## config.mk

```make
export PLATFORM = sky130hd
export DESIGN_NAME = fan_stage_controller
export DESIGN_NICKNAME = d
export VERILOG_FILES = /design/src/rtl/fsc_pkg.sv /design/src/rtl/fsc_demand.sv /design/src/rtl/fsc_step.sv /design/src/rtl/fan_stage_controller.sv
export SDC_FILE = /design/constraint.sdc
export NUM_CORES = 1
export LEC_CHECK = 0
export BUFFER_PORTS_ARGS = -buffer_cell sky130_fd_sc_hd__buf_4
export CORE_MARGIN = 3
export CORE_UTILIZATION = 47
export DETAILED_ROUTE_END_ITERATION = 10
export PLACE_DENSITY = 0.83
export SLEW_MARGIN = 20
export SYNTH_ARGS = -nofsm -noshare
export SYNTH_HDL_FRONTEND = slang
export SYNTH_SLANG_ARGS = --single-unit
```

## constraint.sdc

```tcl
create_clock -name clk -period 4.1 [get_ports clk]
set_clock_uncertainty 0.05 [all_clocks]
set_input_delay 1.23 -clock clk [delete_from_list [all_inputs] [get_ports clk]]
set_output_delay 1.23 -clock clk [all_outputs]
set_load 0.05 [all_outputs]
```

## src/rtl/fsc_pkg.sv

```systemverilog
// Shared types, codes and constants of the fan stage controller.
package fsc_pkg;

  localparam int TEMP_W      = 11;
  localparam int THR_W       = 7;
  localparam int NUM_PLATES  = 4;
  localparam int LEVEL_MAX   = 3;
  localparam int IN_TDATA_W  = 64;
  localparam int OUT_TDATA_W = 16;

  localparam logic [THR_W-1:0] HOT_THR_RST = 7'd60;

  // Plate mode codes
  localparam logic [1:0] MODE_OFF   = 2'd0;
  localparam logic [1:0] MODE_KEEP  = 2'd1;
  localparam logic [1:0] MODE_LATCH = 2'd2;

  // Fault codes
  localparam logic [2:0] FAULT_NONE       = 3'd0;
  localparam logic [2:0] FAULT_SENSOR_MIN = 3'd1;
  localparam logic [2:0] FAULT_SENSOR_MAX = 3'd4;
  localparam logic [2:0] FAULT_PINS       = 3'd5;

  // Feedback pin patterns
  localparam logic [2:0] PINS_STAGE0 = 3'b000;
  localparam logic [2:0] PINS_STAGE1 = 3'b001;
  localparam logic [2:0] PINS_STAGE2 = 3'b010;
  localparam logic [2:0] PINS_STAGE3 = 3'b100;

  typedef enum logic [1:0] {
    STEP_NONE = 2'd0,
    STEP_UP   = 2'd1,
    STEP_DN   = 2'd2
  } step_t;

  typedef enum logic [1:0] {
    LAMP_KEEP  = 2'd0,
    LAMP_OFF   = 2'd1,
    LAMP_GREEN = 2'd2,
    LAMP_RED   = 2'd3
  } lamp_t;

  // Input transaction, lowest member last (matches tdata packing)
  typedef struct packed {
    logic [2:0]                              stage_pins;
    logic [2:0]                              sensor_fault;
    logic [NUM_PLATES-1:0][1:0]              plate_mode;
    logic [NUM_PLATES-1:0][TEMP_W-1:0]       temp;
  } fsc_in_t;

  // Result transaction, lowest member last (matches tdata packing)
  typedef struct packed {
    logic [1:0] demand_level;
    logic       fault_flash;
    logic [2:0] fault_code;
    lamp_t      lamp_cmd;
    step_t      step_pulse;
  } fsc_res_t;

  // Demand evaluation result handed to the stage logic and latch register
  typedef struct packed {
    logic [1:0]            level;
    logic [NUM_PLATES-1:0] latch_nxt;
  } fsc_dem_t;

endpackage

```

## src/rtl/fsc_demand.sv

```systemverilog
// Demand level and plate latch update for one transaction.
module fsc_demand (
  input  fsc_pkg::fsc_in_t                 item,
  input  logic [fsc_pkg::THR_W-1:0]        hot_thr,
  input  logic [fsc_pkg::NUM_PLATES-1:0]   latch_r,
  output fsc_pkg::fsc_dem_t                dem
);
  import fsc_pkg::*;

  logic [NUM_PLATES-1:0] counts;
  logic [NUM_PLATES-1:0] latch_new;
  logic [2:0]            sum;
  logic                  sens_fault;

  always_comb begin
    logic signed [TEMP_W-4:0] scaled;
    logic                     hot;
    counts    = '0;
    latch_new = latch_r;
    for (int i = 0; i < NUM_PLATES; i++) begin
      // Drop the three low bits of the two's complement reading: floor division by 8
      scaled = $signed(item.temp[i][TEMP_W-1:3]);
      hot    = scaled > $signed({1'b0, hot_thr});
      counts[i] = hot
               || (item.plate_mode[i] == MODE_KEEP && latch_r[i])
               || (item.plate_mode[i] == MODE_LATCH);
      if (!hot && item.plate_mode[i] == MODE_LATCH) begin
        latch_new[i] = 1'b1;
      end
      if (item.plate_mode[i] == MODE_OFF) begin
        latch_new[i] = 1'b0;
      end
    end
  end

  assign sum = 3'(counts[0]) + 3'(counts[1]) + 3'(counts[2]) + 3'(counts[3]);

  assign sens_fault = item.sensor_fault inside {[FAULT_SENSOR_MIN:FAULT_SENSOR_MAX]};

  // Hold latches and report no demand on a sensor fault
  always_comb begin
    if (sens_fault) begin
      dem.level     = 2'd0;
      dem.latch_nxt = latch_r;
    end else begin
      dem.level     = (sum > 3'(LEVEL_MAX)) ? 2'(LEVEL_MAX) : sum[1:0];
      dem.latch_nxt = latch_new;
    end
  end

endmodule

```

## src/rtl/fsc_step.sv

```systemverilog
// Fault check, feedback compare and stage step decision.
module fsc_step (
  input  logic [2:0]         sensor_fault,
  input  logic [2:0]         stage_pins,
  input  logic [1:0]         level,
  input  logic [1:0]         stage_r,
  output fsc_pkg::fsc_res_t  res,
  output logic [1:0]         stage_nxt
);
  import fsc_pkg::*;

  logic [1:0] actual;
  logic       pins_bad;
  logic       sens_fault;

  always_comb begin
    pins_bad = 1'b0;
    case (stage_pins)
      PINS_STAGE0: actual = 2'd0;
      PINS_STAGE1: actual = 2'd1;
      PINS_STAGE2: actual = 2'd2;
      PINS_STAGE3: actual = 2'd3;
      default: begin
        actual   = 2'd0;
        pins_bad = 1'b1;
      end
    endcase
  end

  assign sens_fault = sensor_fault inside {[FAULT_SENSOR_MIN:FAULT_SENSOR_MAX]};

  always_comb begin
    res.demand_level = level;
    res.fault_flash  = 1'b0;
    res.fault_code   = FAULT_NONE;
    res.lamp_cmd     = LAMP_KEEP;
    res.step_pulse   = STEP_NONE;
    stage_nxt        = stage_r;
    if (pins_bad) begin
      res.fault_code  = FAULT_PINS;
      res.fault_flash = 1'b1;
    end else if (sens_fault) begin
      res.fault_code  = sensor_fault;
      res.fault_flash = 1'b1;
    end else if (actual != stage_r) begin
      // Fan stopped on its own with nothing demanded: resync to off
      if (actual == 2'd0 && level == 2'd0) begin
        stage_nxt    = 2'd0;
        res.lamp_cmd = LAMP_OFF;
      end else begin
        res.lamp_cmd = LAMP_RED;
      end
    end else if (level > stage_r) begin
      res.step_pulse = STEP_UP;
      if (stage_r == 2'd0) begin
        res.lamp_cmd = LAMP_GREEN;
      end
      stage_nxt = stage_r + 2'd1;
    end else if (level < stage_r) begin
      res.step_pulse = STEP_DN;
      stage_nxt      = stage_r - 2'd1;
    end else if (stage_r == 2'd0) begin
      res.lamp_cmd = LAMP_OFF;
    end
  end

endmodule

```

## src/rtl/fan_stage_controller.sv

```systemverilog
// Top level of the fan stage controller: handshakes, state and result register.
//
// Usage:
//   in_*  : one transaction per controller tick carrying four temperature
//           readings, four plate modes, the sensor fault code and the fan
//           feedback pins. It is captured in an input register.
//   out_* : one command per input transaction (step pulse, lamp command,
//           fault code, fault flash, demand level), held in a result register.
//   cfg_* : write hot_threshold with cfg_we/cfg_wdata; write only while idle.
// Path: an accepted transaction waits in the input register until the result
//   register frees up. Throughput: one transaction per cycle while out_tready
//   is high. The demand adder/compare and stage decision sit between the input
//   and result registers; the commanded stage and plate latches update as a
//   transaction enters the result register, so the next one sees them at once.
// Reset: rst_n low clears both registers' valid flags, the commanded stage
//   and plate latches, and loads hot_threshold with 60.
// Stall: with out_tready low the result holds; one more transaction can wait
//   in the input register, after which in_tready drops.
module fan_stage_controller (
  input  logic                               clk,
  input  logic                               rst_n,
  // in_tdata fields, low bit up: temp_a[10:0], temp_b[21:11], temp_c[32:22],
  // temp_d[43:33], plate_mode_a[45:44], plate_mode_b[47:46],
  // plate_mode_c[49:48], plate_mode_d[51:50], sensor_fault[54:52],
  // stage_pins[57:55], unused [63:58]
  input  logic [fsc_pkg::IN_TDATA_W-1:0]     in_tdata,
  input  logic                               in_tvalid,
  output logic                               in_tready,
  // out_tdata fields, low bit up: step_pulse[1:0], lamp_cmd[3:2],
  // fault_code[6:4], fault_flash[7], demand_level[9:8], zero fill [15:10]
  output logic [fsc_pkg::OUT_TDATA_W-1:0]    out_tdata,
  output logic                               out_tvalid,
  input  logic                               out_tready,
  input  logic                               cfg_we,
  input  logic [fsc_pkg::THR_W-1:0]          cfg_wdata
);
  import fsc_pkg::*;

  fsc_in_t                in_data_r;
  logic                   in_vld_r;
  fsc_res_t               res_r;
  logic                   out_vld_r;
  logic [THR_W-1:0]       thr_r;
  logic [1:0]             stage_r;
  logic [1:0]             stage_nxt;
  logic [NUM_PLATES-1:0]  latch_r;

  fsc_dem_t               dem;
  fsc_res_t               res_nxt;
  logic                   res_adv;
  logic                   res_load;
  logic                   in_acc;

  // Result register frees up when empty or being taken this cycle
  assign res_adv   = !out_vld_r || out_tready;
  assign res_load  = in_vld_r && res_adv;
  assign in_tready = !in_vld_r || res_adv;
  assign in_acc    = in_tvalid && in_tready;

  fsc_demand u_demand (
    .item    (in_data_r),
    .hot_thr (thr_r),
    .latch_r (latch_r),
    .dem     (dem)
  );

  fsc_step u_step (
    .sensor_fault (in_data_r.sensor_fault),
    .stage_pins   (in_data_r.stage_pins),
    .level        (dem.level),
    .stage_r      (stage_r),
    .res          (res_nxt),
    .stage_nxt    (stage_nxt)
  );

  // Input register: load on accept, drop once passed on
  always_ff @(posedge clk) begin
    if (!rst_n) begin
      in_vld_r <= 1'b0;
    end else if (in_acc) begin
      in_vld_r <= 1'b1;
    end else if (res_load) begin
      in_vld_r <= 1'b0;
    end
  end

  always_ff @(posedge clk) begin
    if (in_acc) begin
      in_data_r <= fsc_in_t'(in_tdata[$bits(fsc_in_t)-1:0]);
    end
  end

  // Result register and controller state advance together
  always_ff @(posedge clk) begin
    if (!rst_n) begin
      out_vld_r <= 1'b0;
      stage_r   <= 2'd0;
      latch_r   <= '0;
    end else if (res_load) begin
      out_vld_r <= 1'b1;
      stage_r   <= stage_nxt;
      latch_r   <= dem.latch_nxt;
    end else if (out_tready) begin
      out_vld_r <= 1'b0;
    end
  end

  always_ff @(posedge clk) begin
    if (res_load) begin
      res_r <= res_nxt;
    end
  end

  always_ff @(posedge clk) begin
    if (!rst_n) begin
      thr_r <= HOT_THR_RST;
    end else if (cfg_we) begin
      thr_r <= cfg_wdata;
    end
  end

  assign out_tvalid = out_vld_r;
  assign out_tdata  = {(OUT_TDATA_W - $bits(fsc_res_t))'(0), res_r};

  // State moves only when a transaction passes into the result register
  a_state_hold: assert property (@(posedge clk) disable iff (!rst_n)
    !res_load |=> $stable(stage_r) && $stable(latch_r))
    else $error("controller state changed without a transaction");

  // A step up command advances the commanded stage by exactly one
  a_step_up: assert property (@(posedge clk) disable iff (!rst_n)
    res_load && res_nxt.step_pulse == STEP_UP |=> stage_r == $past(stage_r) + 2'd1)
    else $error("step up did not advance the commanded stage");

  // A step down command lowers the commanded stage by exactly one
  a_step_dn: assert property (@(posedge clk) disable iff (!rst_n)
    res_load && res_nxt.step_pulse == STEP_DN |=> stage_r == $past(stage_r) - 2'd1)
    else $error("step down did not lower the commanded stage");

  // Flash accompanies every fault code, and faults never step the fan
  a_fault_flash: assert property (@(posedge clk) disable iff (!rst_n)
    out_vld_r |-> (res_r.fault_flash == (res_r.fault_code != FAULT_NONE))
                  && (!res_r.fault_flash || res_r.step_pulse == STEP_NONE))
    else $error("fault flash inconsistent with fault code");

  // A sensor fault leaves the plate latches untouched
  a_fault_latch: assert property (@(posedge clk) disable iff (!rst_n)
    res_load && in_data_r.sensor_fault >= FAULT_SENSOR_MIN
             && in_data_r.sensor_fault <= FAULT_SENSOR_MAX |=> $stable(latch_r))
    else $error("plate latches changed on a sensor fault");

endmodule
```

Word-level counts from Yosys, hierarchy flattened:

Index checks and enable logic that the tools add are counted.

* bits in registers: 83
* logic and storage cells: 134

* equality and inequality tests: 13
* $add $sub $neg: 5
* muxes and demuxes: 27
* reductions and logical operators: 53
* magnitude comparators: 9
* bitwise operators: 2

Operators with widths (number)
* greater-than comparator 8 bit: 4
* two-way mux 2 bit: 9
* logical NOT 2 bit: 7
* two-way mux 1 bit: 14
* logical AND 1 bit: 12
* AND reduction 3 bit: 4
* nonzero test 2 bit: 6
* logical OR 1 bit: 10
* == test 2 x 1 -> 1 bit, second input constant: 4
* == test 2 bit, second input constant: 4
* two-way mux 4 bit: 2
* OR reduction 4 bit: 2
* adder 3 x 1 -> 3 bit: 2
* logical NOT 1 bit: 6
* two-way mux 6 bit: 1
* one-hot mux 2 bit (3 select lines): 1
* AND reduction 5 bit: 1
* == test 3 x 1 -> 1 bit, second input constant: 1
* == test 3 x 2 -> 1 bit, second input constant: 1
* == test 3 bit, second input constant: 1
* >= comparator 3 x 1 -> 1 bit, second input constant: 1
* greater-than comparator 3 x 2 -> 1 bit, second input constant: 1
* less-or-equal comparator 3 bit, second input constant: 1
* logical NOT 3 bit: 1
* 12 further kinds: 13

Depth between registers and ports, before layout:

Gate-level depths: netlist of run 1.

* word-level depth: 14
* gate-level depth with buffers: 17
* mapped depth without buffers: 17

By module:

From an unflattened synthesis of run 1, not the netlist that was laid out.

* cell total of the unflattened synthesis: 299
* area total of the unflattened synthesis: 3972.6 um^2

Modules (own cells, without submodules)
* fan_stage_controller: cells each 133, area an instance 2680.1 um^2, seq. area each 2342.2 um^2, times used 1
* fsc_demand: cells each 114, area an instance 940.9 um^2, seq. area each 0.0 um^2, times used 1
* fsc_step: cells each 52, area an instance 351.6 um^2, seq. area each 0.0 um^2, times used 1

Worst setup path after synthesis of run 1:

Ideal clock, no wire load.

* kind: register to register
* start: register in_data_r[28] (netlist bit)
* end: register res_r (netlist bit out_tdata[3]), data pin
* required time: 3.912 ns
* period minus slack after synthesis: 3.926 ns
* cell stages (with the launch flop): 15
* arrival time: 3.737 ns
* slack: 0.174 ns
* library setup time: 0.138 ns
* cells stage by stage: edfxtp_1 > ha_1 > and3_1 > a221o_1 > a221o_1 > a221o_1 > fa_1 > a21oi_1 > or2_2 > ha_1 > nor2b_1 > o21ai_0 > or3_1 > mux2_2 > nor2_1

* longest elaborated chain between the ends: 12
* elaborated cells on any way between the ends: 14
* classes of those cells: 2 x add/sub; 3 x order compare; 5 x mux; 4 x reduce/logical

Ends and longest elaborated chain
* start: declaration: line fan_stage_controller.sv:39 `fsc_in_t in_data_r;`
* start signal: assignment: line fan_stage_controller.sv:89 `in_data_r <= fsc_in_t'(in_tdata[$bits(fsc_in_t)-1:0]);`
* greater-than comparator 8 bit *: line fsc_demand.sv:23 `hot = scaled > $signed({1'b0, hot_thr});`
* logical OR 1 bit *: line fsc_demand.sv:25 `|| (item.plate_mode[i] == MODE_KEEP && latch_r[i])`
* logical OR 1 bit *: line fsc_demand.sv:26 `|| (item.plate_mode[i] == MODE_LATCH);`
* adder 3 x 1 -> 3 bit * (2 in series): line fsc_demand.sv:36 `assign sum = 3'(counts[0]) + 3'(counts[1]) + 3'(counts[2]) + 3'(counts[3]);`
* greater-than comparator 3 x 2 -> 1 bit: line fsc_demand.sv:46 `dem.level = (sum > 3'(LEVEL_MAX)) ? 2'(LEVEL_MAX) : sum[1:0];`
* two-way mux 2 bit *: line fsc_demand.sv:46
* two-way mux 6 bit *: line fsc_demand.sv:42 `if (sens_fault) begin`
* branches (longest 3 deep; another with greater-than comparator 2 bit)
* two-way mux 2 bit *: line fsc_step.sv:45 `end else if (actual != stage_r) begin`
* end signal: assignment: line fan_stage_controller.sv:110 `res_r <= res_nxt;`
* end: declaration: line fan_stage_controller.sv:41 `fsc_res_t res_r;`

Mark *: on every way between the ends.
A chain may end at the register's enable or synchronous reset.

Final worst setup path of run 1:

* start: register in_data_r[26] (netlist bit)
* end: register stage_r[1]

* longest elaborated chain between the ends: 12
* elaborated cells on any way between the ends: 17
* classes of those cells: 2 x add/sub; 4 x order compare; 1 x eq/ne; 4 x mux; 6 x reduce/logical

Ends and longest elaborated chain
* greater-than comparator 8 bit *: line fsc_demand.sv:23
* logical OR 1 bit *: line fsc_demand.sv:25
* logical OR 1 bit *: line fsc_demand.sv:26
* adder 3 x 1 -> 3 bit * (2 in series): line fsc_demand.sv:36
* greater-than comparator 3 x 2 -> 1 bit: line fsc_demand.sv:46
* two-way mux 2 bit *: line fsc_demand.sv:46
* two-way mux 6 bit *: line fsc_demand.sv:42
* branches (longest 4 deep; another with < comparator 2 bit)
* end signal: assignment: line fan_stage_controller.sv:101 `stage_r <= stage_nxt;`
* end: declaration: line fan_stage_controller.sv:44 `logic [1:0] stage_r;`

Marks and branches as above.

==> results.md, run 1 <==
Global routing:
- The initial antenna violation count was 0.
- Global routing used 17.16% of the available tracks across all layers.
- Entering global routing, the biggest net connects 47 pins.
- The total overflow left after global routing is 0.
- The number of global-route vias before repair is 2465.
- The first-pass GRT wire length is 11050 microns.

Die:
- The die height is 91.86 microns.
- The core box area is 0.006982 sq mm.
- The die covers 0.008437 sq mm.
- The effective utilization at floorplan is 49.62%.
- The die boundary width is 91.86 microns.
- 94 I/O pins were placed.
- After floorplanning, the core was divided into 30 placement rows.

Timing:
- The smallest clock period supported by the final layout is computed as 4.019 ns.
- The slew at the pin with the worst max-slew slack is 0.8287 ns.
- Derived from the worst setup path, the maximum achievable clock frequency is 0.2488 GHz.
- The worst-case setup margin in the final layout is 0.08060 ns.
- Hold is met by 0.4258 ns.
- The count of final max-slew check failures was 0.
- The final setup violation count is 0.
- The worst slew slack as a fraction of its limit is 44.55%.
- Of the available clock period, the critical path in the final layout requires 98.03%.
- The hold violation count in the final report is 0.

Setup path:
- Traced cell by cell, the critical path runs through ha_1, and3_1, a221o_1, a221o_1, a221o_1, fa_2, a21oi_1, or2_4, ha_4, nor2b_4, buf_4, o211ai_1, and3_1, o211a_1, a31o_1.
- STA puts the critical path data required time at 4.29 ns.
- On the worst path, the slowest cell contributes a delay of 0.54 ns.
- The cell at the slowest stage of the critical path is sky130_fd_sc_hd__fa_2.
- The critical-path maximum fanout is 4.
- The category of the worst setup path capture point is a flop.
- The type of origin of the critical path is a flop.
- The critical path data arrival time is 4.21 ns.
- The critical path is of the flop to flop type.
- The cell that appears most often on the critical path is sky130_fd_sc_hd__a221o_1.

Synthesis:
- The share of the synthesized area in compound gates (AO/OA/AOI/OAI) is 13.25%.
- The largest family of logic cells by synthesized area is compound AO/OA/AOI/OAI gates.
- The synthesized netlist devotes 12.10% of its cell area to adder and majority cells.
- By count the netlist is led by sky130_fd_sc_hd__edfxtp_1 (56), sky130_fd_sc_hd__ha_1 (31), sky130_fd_sc_hd__inv_1 (25).
- The post-synthesis xor/xnor area fraction is 0%.
- Yosys mapped the design onto 54 distinct sky130hd cell types.
- By area the synthesized netlist is led by sky130_fd_sc_hd__edfxtp_1 (49%), sky130_fd_sc_hd__ha_1 (11%), sky130_fd_sc_hd__dfxtp_1 (8.7%).
- For this run, asynchronously set or reset flops after synthesis account for 0%.
- Counting flops and latches in the post-synthesis netlist gives 71.
- In this run the mean area of a mapped cell was 12.64 sq um.
- Sequential elements use 57.20% of the synthesized area.
- The synthesized instance count is 274.
- The mux share of post-synthesis cell area is 1.770%.
- The count of yosys warnings during synthesis is 0.
- The synthesized netlist devotes 11.01% of its cell area to simple gates.
- The largest total area in the synthesized netlist belongs to sky130_fd_sc_hd__edfxtp_1.
- The total standard cell area after synthesis is 0.003465 sq mm.
- The most used flip-flop cell after synthesis is sky130_fd_sc_hd__edfxtp_1.
- The area fraction of the dominant cell type after synthesis is 48.54%.
- By instance count, the leading cell after synthesis is sky130_fd_sc_hd__edfxtp_1.
- Counting flops with a built-in enable in the synthesized netlist gives 56.

Detailed routing:
- The wire length reported by the detailed router is 7124 microns.
- Summing over every cut layer, the via total after detailed routing is 2480.
- For this block, the initial DRC count from the detailed router was 114.
- In the final routed layout, each cell accounts on average for 15.49 microns.
- The first detailed-routing pass took 4 iterations.
- The number of routed nets with antenna violations is 0.
- In the routed design, unresolved DRC markers number 0.
- The number of vias per cell after detailed routing is 5.391.

Placed design:
- The number of buffers added on ports is 69.
- The routability congestion estimate from global placement is 0.8439.
- The worst slack after detailed placement is -0.07047 ns.
- The final HPWL from detailed placement is 5139 microns.

Pwr:
- Power comes to 1.741 mW.
- Power spread over the standard cell area amounts to 394.0 mW/mm^2.
- The leakage power is 1.937 nW.
- The maximum VDD drop is 227.4 uV.

Clock tree:
- Clock tree synthesis inserted a total of 9 buffers.
- The insertion delay of the later-clocked pin in the worst-skew pair is 0.34 ns.
- In this run the clock root is driven by a sky130_fd_sc_hd__clkbuf_8.
- TritonCTS built the clock tree.
- For this design, the CTS-stage hold fixing added 0 buffers.
- The longest clock path from root to sink contains 2 buffers.
- The clock slew at the register clock pins of the worst setup and hold paths is 0.07 ns.
- The clock sink count is 71.
- The H-tree depth is 3.

Run status:
- The run finished with clean final reports.

Layout:
- The area growth from synthesis to layout is 27.52%.
- For this run, the post-layout net count is 467.
- 0 antenna diodes ended up in the layout.
- The layout filler cell count is 529.
- The post-route netlist has 33.24% of its cells at a drive strength greater than 1.

Flow run:
- The number of max-cap violations is 0.

Min path:
- The worst hold path belongs to the class flop to flop.
per-layer routing:
| layer | track usage [%] | vias up | part of all wire [%] |
|---|---|---|---|
| met2 | 28.22 | 84 | 50 |
| li1 | - | 1194 | - |
| met4 | 9.653 | 0 | 2.5 |
| met5 | 0 | - | 0 |
| met3 | 4.922 | 14 | 5.5 |
| met1 | 20.07 | 1188 | 42 |
flip-flops by register name (all words and copies together) (netlist names):
register / count
in_data_r: 46
in_vld_r: 1
latch_r: 4
out_tdata: 10
out_tvalid: 1
stage_r: 2
thr_r: 7
cell usage in the layout, fill, tap and decap left out, drive strengths merged, types with 2 or more instances in the layout:
master	netlist	routed
a21o	10	10
clkbuf	5	9
nor2	11	11
a41o	2	2
clkinv	0	4
nor3	5	5
nand2	11	11
or3	4	4
nand2b	3	3
o311a	2	2
edfxtp	56	56
and2	2	2
nand3	2	2
or2	2	2
nand3b	3	3
a31oi	4	4
o211ai	5	5
and3	5	5
nand4	2	2
nor2b	10	10
a211oi	2	2
a221o	6	6
o21a	3	3
a211o	2	2
mux2i	5	5
o21ai	7	7
buf	6	80
a31o	3	3
o31ai	2	2
ha	31	31
nand4b	2	2
bufinv	0	2
a21oi	7	7
conb	1	6
inv	25	25
dfxtp	15	15
area by class of cell:
cell class	count	area, sq um	share of cell area (%)
well taps	96	120.1	2.719
repair buffers	80	600.6	13.59
multi-input cells	172	1406	31.83
clock buffers	9	123.9	2.804
clock inverters	7	87.58	1.982
inverters	25	93.84	2.124
flip-flops and latches	71	1986	44.94
power breakdown:
| group | switching, mW | leakage [nW] | internal [mW] | total (mW) |
|---|---|---|---|---|
| sequential | 0.0231 | 0.669 | 0.823 | 0.846 |
| combinational | 0.156 | 1.16 | 0.142 | 0.298 |
| clock | 0.259 | 0.109 | 0.338 | 0.597 |
worst max-delay path, delay by kind of cell (launching register included):
kind                       cells  cell delay, ns
AOI/OAI and AO/OA              7            1.58
buffers and inverters          1            0.12
DFF                            1            0.38
adders and majority gates      3            1.00
and+or+nand+nor                4            0.79
metrics by stage:
step	util [%]	setup TNS (ns)	cells	cell area (sq um)
final	63.28	0	460	4418
after global placement	59.21	-0.03594	443	4134
after global routing	63.28	-0.02030	460	4418
after floorplan	-	0	279	3483
after detailed placement	59.21	-0.07047	443	4134
after CTS	62.28	0	459	4348
cell families (layout without fill, tap and decap cells):
group	count (synthesis)	after routing
buffers and inverters	36	121
adders and majority gates	33	33
AOI/OAI and AO/OA	60	60
muxes	6	6
and+or+nand+nor	67	67
DFF	71	71
other	1	6
what timing repair did:
| item | CTS | global route |
|---|---|---|
| pin swaps | 3 | 8 |
| buffers inserted | 0 | 1 |
| resized for setup | 4 | 17 |
| cloned | 0 | 0 |
| setup endpoints to repair | 1 | 2 |
worst paths after layout:
check | start | slack (ns) | cells past startpoint | end
max reg2reg | in_data_r[26]$_DFFE_PP_ | 0.08 | 15 | stage_r[1]$_SDFFE_PN0P_
max | in_data_r[26]$_DFFE_PP_ | 0.08 | 15 | stage_r[1]$_SDFFE_PN0P_
min reg2reg | latch_r[3]$_SDFFE_PN0P_ | 0.43 | 2 | latch_r[3]$_SDFFE_PN0P_
min | latch_r[3]$_SDFFE_PN0P_ | 0.43 | 2 | latch_r[3]$_SDFFE_PN0P_
(Power assumes the default switching activity.)
==> inputs of run 2 (changes only) <==
--- a/config.mk
+++ b/config.mk
@@ -5,10 +5,11 @@
 export SDC_FILE = /design/constraint.sdc
 export NUM_CORES = 1
 export LEC_CHECK = 0
-export BUFFER_PORTS_ARGS = -buffer_cell sky130_fd_sc_hd__buf_4
+export BUFFER_PORTS_ARGS = -buffer_cell sky130_fd_sc_hd__buf_2
 export CORE_MARGIN = 3
 export CORE_UTILIZATION = 47
 export DETAILED_ROUTE_END_ITERATION = 10
+export GPL_TIMING_DRIVEN = 0
 export PLACE_DENSITY = 0.83
 export SLEW_MARGIN = 20
 export SYNTH_ARGS = -nofsm -noshare
==> run 2 against run 1 <==
Clock-buffer cell count unchanged. Register-to-register slack better by 0.03 ns. Worst setup slack gained 0.034 ns. Via count down 1.3%. Critical path depth did not move. Clock power shrank 4.4%. Non-clock buffer count is 5 higher. Sequential share of layout area grew 0.68 points. Combinational power rose by 1%. Maximum frequency up 0.84%.
==> results.md, run 2 (synthesized netlist as in run 1, its figures left out) <==
Min path:
- The path type of the worst min-delay path is flop to flop (unchanged).

Setup path:
- The cell at the slowest stage of the critical path is sky130_fd_sc_hd__fa_2 (unchanged).
- The category of the worst setup path capture point is a flop (unchanged).
- The critical path data arrival time was 4.18 ns (was 4.21 ns).
- The critical path's most frequent cell is sky130_fd_sc_hd__a221o_1 (unchanged).
- The kind of critical path is flop to flop (unchanged).
- The kind of cell with the highest combined delay on the critical path is compound AO/OA/AOI/OAI gates (unchanged).
- The number of buffer and inverter instances along the worst setup path is 1 (unchanged).
- Sequence of cells on the critical path: inv_4, ha_4, and3_4, a221o_1, a221o_1, a221o_1, fa_2, nor2_2, nor2_1, ha_1, nor2b_4, or3_1, and3_1, o211a_1, a31o_1 (was ha_1, and3_1, a221o_1, a221o_1, a221o_1, fa_2, a21oi_1, or2_4, ha_4, nor2b_4, buf_4, o211ai_1, and3_1, o211a_1, a31o_1).
- The critical-path maximum fanout is 5 (was 4).
- The maximum single-stage delay on the critical path is 0.40 ns (was 0.54 ns).
- The data required time of the critical path is 4.29 ns (about the same).
- The type of origin of the critical path is a flop (unchanged).

Global routing:
- The total global routing track utilization is 17.58% (was 17.16%).
- The aggregate global routing overflow was 0 (unchanged).
- The number of global-route vias before repair is 2473 (was 2465).
- The pin count of the biggest net entering global routing is 37 (was 47).
- The first-pass GRT wire length is 11560 microns (was 11050 microns).
- The initial antenna violation count is 0 (unchanged).

Detailed routing:
- The starting DRC count in detailed routing is 153 (was 114).
- The number of routed nets with antenna violations is 0 (unchanged).
- The detailed-routing iteration count for the pre-antenna-repair pass is 4 (unchanged).
- The number of vias per cell after detailed routing is 5.267 (was 5.391).
- The via count is 2449 (was 2480).
- The remaining design rule violation count came to 0 (unchanged).
- The wire length reported by the detailed router came to 7331 microns (was 7124 microns).
- The wire length per cell is 15.77 microns (was 15.49 microns).

Die:
- The I/O pin total is 94 (unchanged).
- The die height is 91.86 microns (unchanged).
- The site row count is 30 (unchanged).
- The die boundary width is 91.86 microns (unchanged).
- The effective utilization at floorplan was 49.62% (unchanged).
- The core box area came to 0.006982 sq mm (unchanged).
- The floorplan die area came to 0.008437 sq mm (unchanged).

Pwr:
- The leakage power is 1.890 nW (was 1.937 nW).
- The maximum VDD drop is 271.2 uV (was 227.4 uV).
- The cell area power density was 395.4 mW/mm^2 (was 394.0 mW/mm^2).

Placed design:
- The worst slack after detailed placement was -0.1684 ns (was -0.07047 ns).
- The cell count after placement is 444 (was 443).
- The number of buffers added on ports is 68 (was 69).
- The cell area after placement came to 0.003965 sq mm (was 0.004134 sq mm).
- The routability congestion estimate from global placement is 0.8201 (was 0.8439).
- The final HPWL from detailed placement is 5092 microns (was 5139 microns).

Clock tree:
- The clock tree from TritonCTS is yes (unchanged).
- The TritonCTS buffer count is 9 (unchanged).
- The insertion delay of the later-clocked pin in the worst-skew pair came to 0.35 ns (was 0.34 ns).
- The clock slew at the register clock pins of the worst setup and hold paths is 0.08 ns (was 0.07 ns).
- The clock sink count came to 71 (unchanged).
- The H-tree depth is 3 (unchanged).
- The number of buffers between clock root and the deepest sink came to 2 (unchanged).
- The CTS root buffer is sky130_fd_sc_hd__clkbuf_8 (unchanged).

Layout:
- The flip-flop count of the largest register after layout was 46 (unchanged).
- The number of nets in the final layout was 472 (was 467).
- Commonest cells after routing, fill and taps aside: sky130_fd_sc_hd__buf_2 (68), sky130_fd_sc_hd__edfxtp_1 (56), sky130_fd_sc_hd__ha_1 (24) (was sky130_fd_sc_hd__buf_4 (80), sky130_fd_sc_hd__edfxtp_1 (56), sky130_fd_sc_hd__ha_1 (28)).
- The area growth from synthesis to final layout came to 25.46% (was 27.52%).
- The post-route non-filler standard cell count came to 465 (was 460).
- The register with the most flip-flops is in_data_r (unchanged).
- The most common cell after layout, fill and taps aside is sky130_fd_sc_hd__buf_2 (was sky130_fd_sc_hd__buf_4).
- The share of post-route cells with drive strength above 1 was 34.69% (was 33.24%).
- The cell area after layout is 0.004347 sq mm (was 0.004418 sq mm).
- The antenna diode count was 0 (unchanged).

Timing:
- The final critical-path required period is 3.986 ns (was 4.019 ns).
- The share of the clock period used by the worst path after layout is 97.22% (was 98.03%).
- The fmax is 0.2509 GHz (was 0.2488 GHz).
- The final setup violation count is 0 (unchanged).
- The worst-case setup margin in the final layout is 0.1141 ns (was 0.08060 ns).
- The count of final max-slew check failures is 0 (unchanged).
- The hold violation count in the final report is 0 (unchanged).
- The slew at the pin with the worst max-slew slack was 0.8667 ns (was 0.8287 ns).
- The worst slew slack as a fraction of its limit is 42.01% (was 44.55%).

Run status:
- Result of the run: finished, final reports clean (unchanged).

Flow run:
- The number of max-cap violations is 0 (unchanged).
==> run 2: cell type report <==
cell class / count / area (sq um)
fill: 538 / 2635
sequential: 71 / 1983
multi-input combinational: 172 / 1476
timing repair buffer: 74 / 397.9
clock buffer: 9 / 123.9
tap: 96 / 120.1
inverter: 25 / 101.3
clock inverter: 7 / 80.08
buffer: 11 / 63.81
==> run 2: final timing paths <==
| path | from | to | slack, ns | cells after the start |
|---|---|---|---|---|
| max | thr_r[3]$_SDFFE_PN1P_ | stage_r[1]$_SDFFE_PN0P_ | 0.11 | 15 |
| min | latch_r[2]$_SDFFE_PN0P_ | latch_r[2]$_SDFFE_PN0P_ | 0.42 | 2 |
| max reg2reg | thr_r[3]$_SDFFE_PN1P_ | stage_r[1]$_SDFFE_PN0P_ | 0.11 | 15 |
| min reg2reg | latch_r[2]$_SDFFE_PN0P_ | latch_r[2]$_SDFFE_PN0P_ | 0.42 | 2 |
==> run 2: what timing repair did <==
item | 4_1_cts | 5_1_grt
hold buffers | 0 | 0
pin swaps | 4 | 15
setup buffers | 0 | 5
endpoints found under the setup margin | 2 | 2
gates resized for setup | 8 | 23
==> run 2: metal layers <==
metal | vias up | wire, microns | track usage [%]
met5 | - | 0 | 0
met4 | 0 | 160 | 7.550
met3 | 15 | 375 | 4.430
met2 | 79 | 3730 | 29.56
met1 | 1145 | 3065 | 21.42
li1 | 1210 | - | -
==> run 2: through the flow <==
stage / util [%] / power, mW / hold slack (ns) / TNS, ns
after floorplan: - / 1.031 / 0.3802 / 0
after global placement: 56.49 / 1.095 / 0.3891 / -0.1189
final: 62.26 / 1.719 / 0.4216 / 0
after global routing: 62.26 / 1.801 / 0.4366 / -0.02444
after CTS: 59.86 / 1.686 / 0.4167 / 0
after detailed placement: 56.79 / 1.111 / 0.4048 / -0.2063
==> run 2: worst register-to-register path: stages, from the launching register on <==
cell and delay (ns):
sky130_fd_sc_hd__dfxtp_1 0.36, sky130_fd_sc_hd__inv_4 0.08, sky130_fd_sc_hd__ha_4 0.26, sky130_fd_sc_hd__and3_4 0.17, sky130_fd_sc_hd__a221o_1 0.32, sky130_fd_sc_hd__a221o_1 0.34
sky130_fd_sc_hd__a221o_1 0.37, sky130_fd_sc_hd__fa_2 0.40, sky130_fd_sc_hd__nor2_2 0.10, sky130_fd_sc_hd__nor2_1 0.07, sky130_fd_sc_hd__ha_1 0.33, sky130_fd_sc_hd__nor2b_4 0.16
sky130_fd_sc_hd__or3_1 0.32, sky130_fd_sc_hd__and3_1 0.19, sky130_fd_sc_hd__o211a_1 0.19, sky130_fd_sc_hd__a31o_1 0.18
==> run 2: where the power goes <==
group          switching (mW)  internal [mW]  leakage [nW]
clock network           0.282          0.289         0.102
logic                   0.168          0.134          1.12
registers              0.0233          0.822         0.670
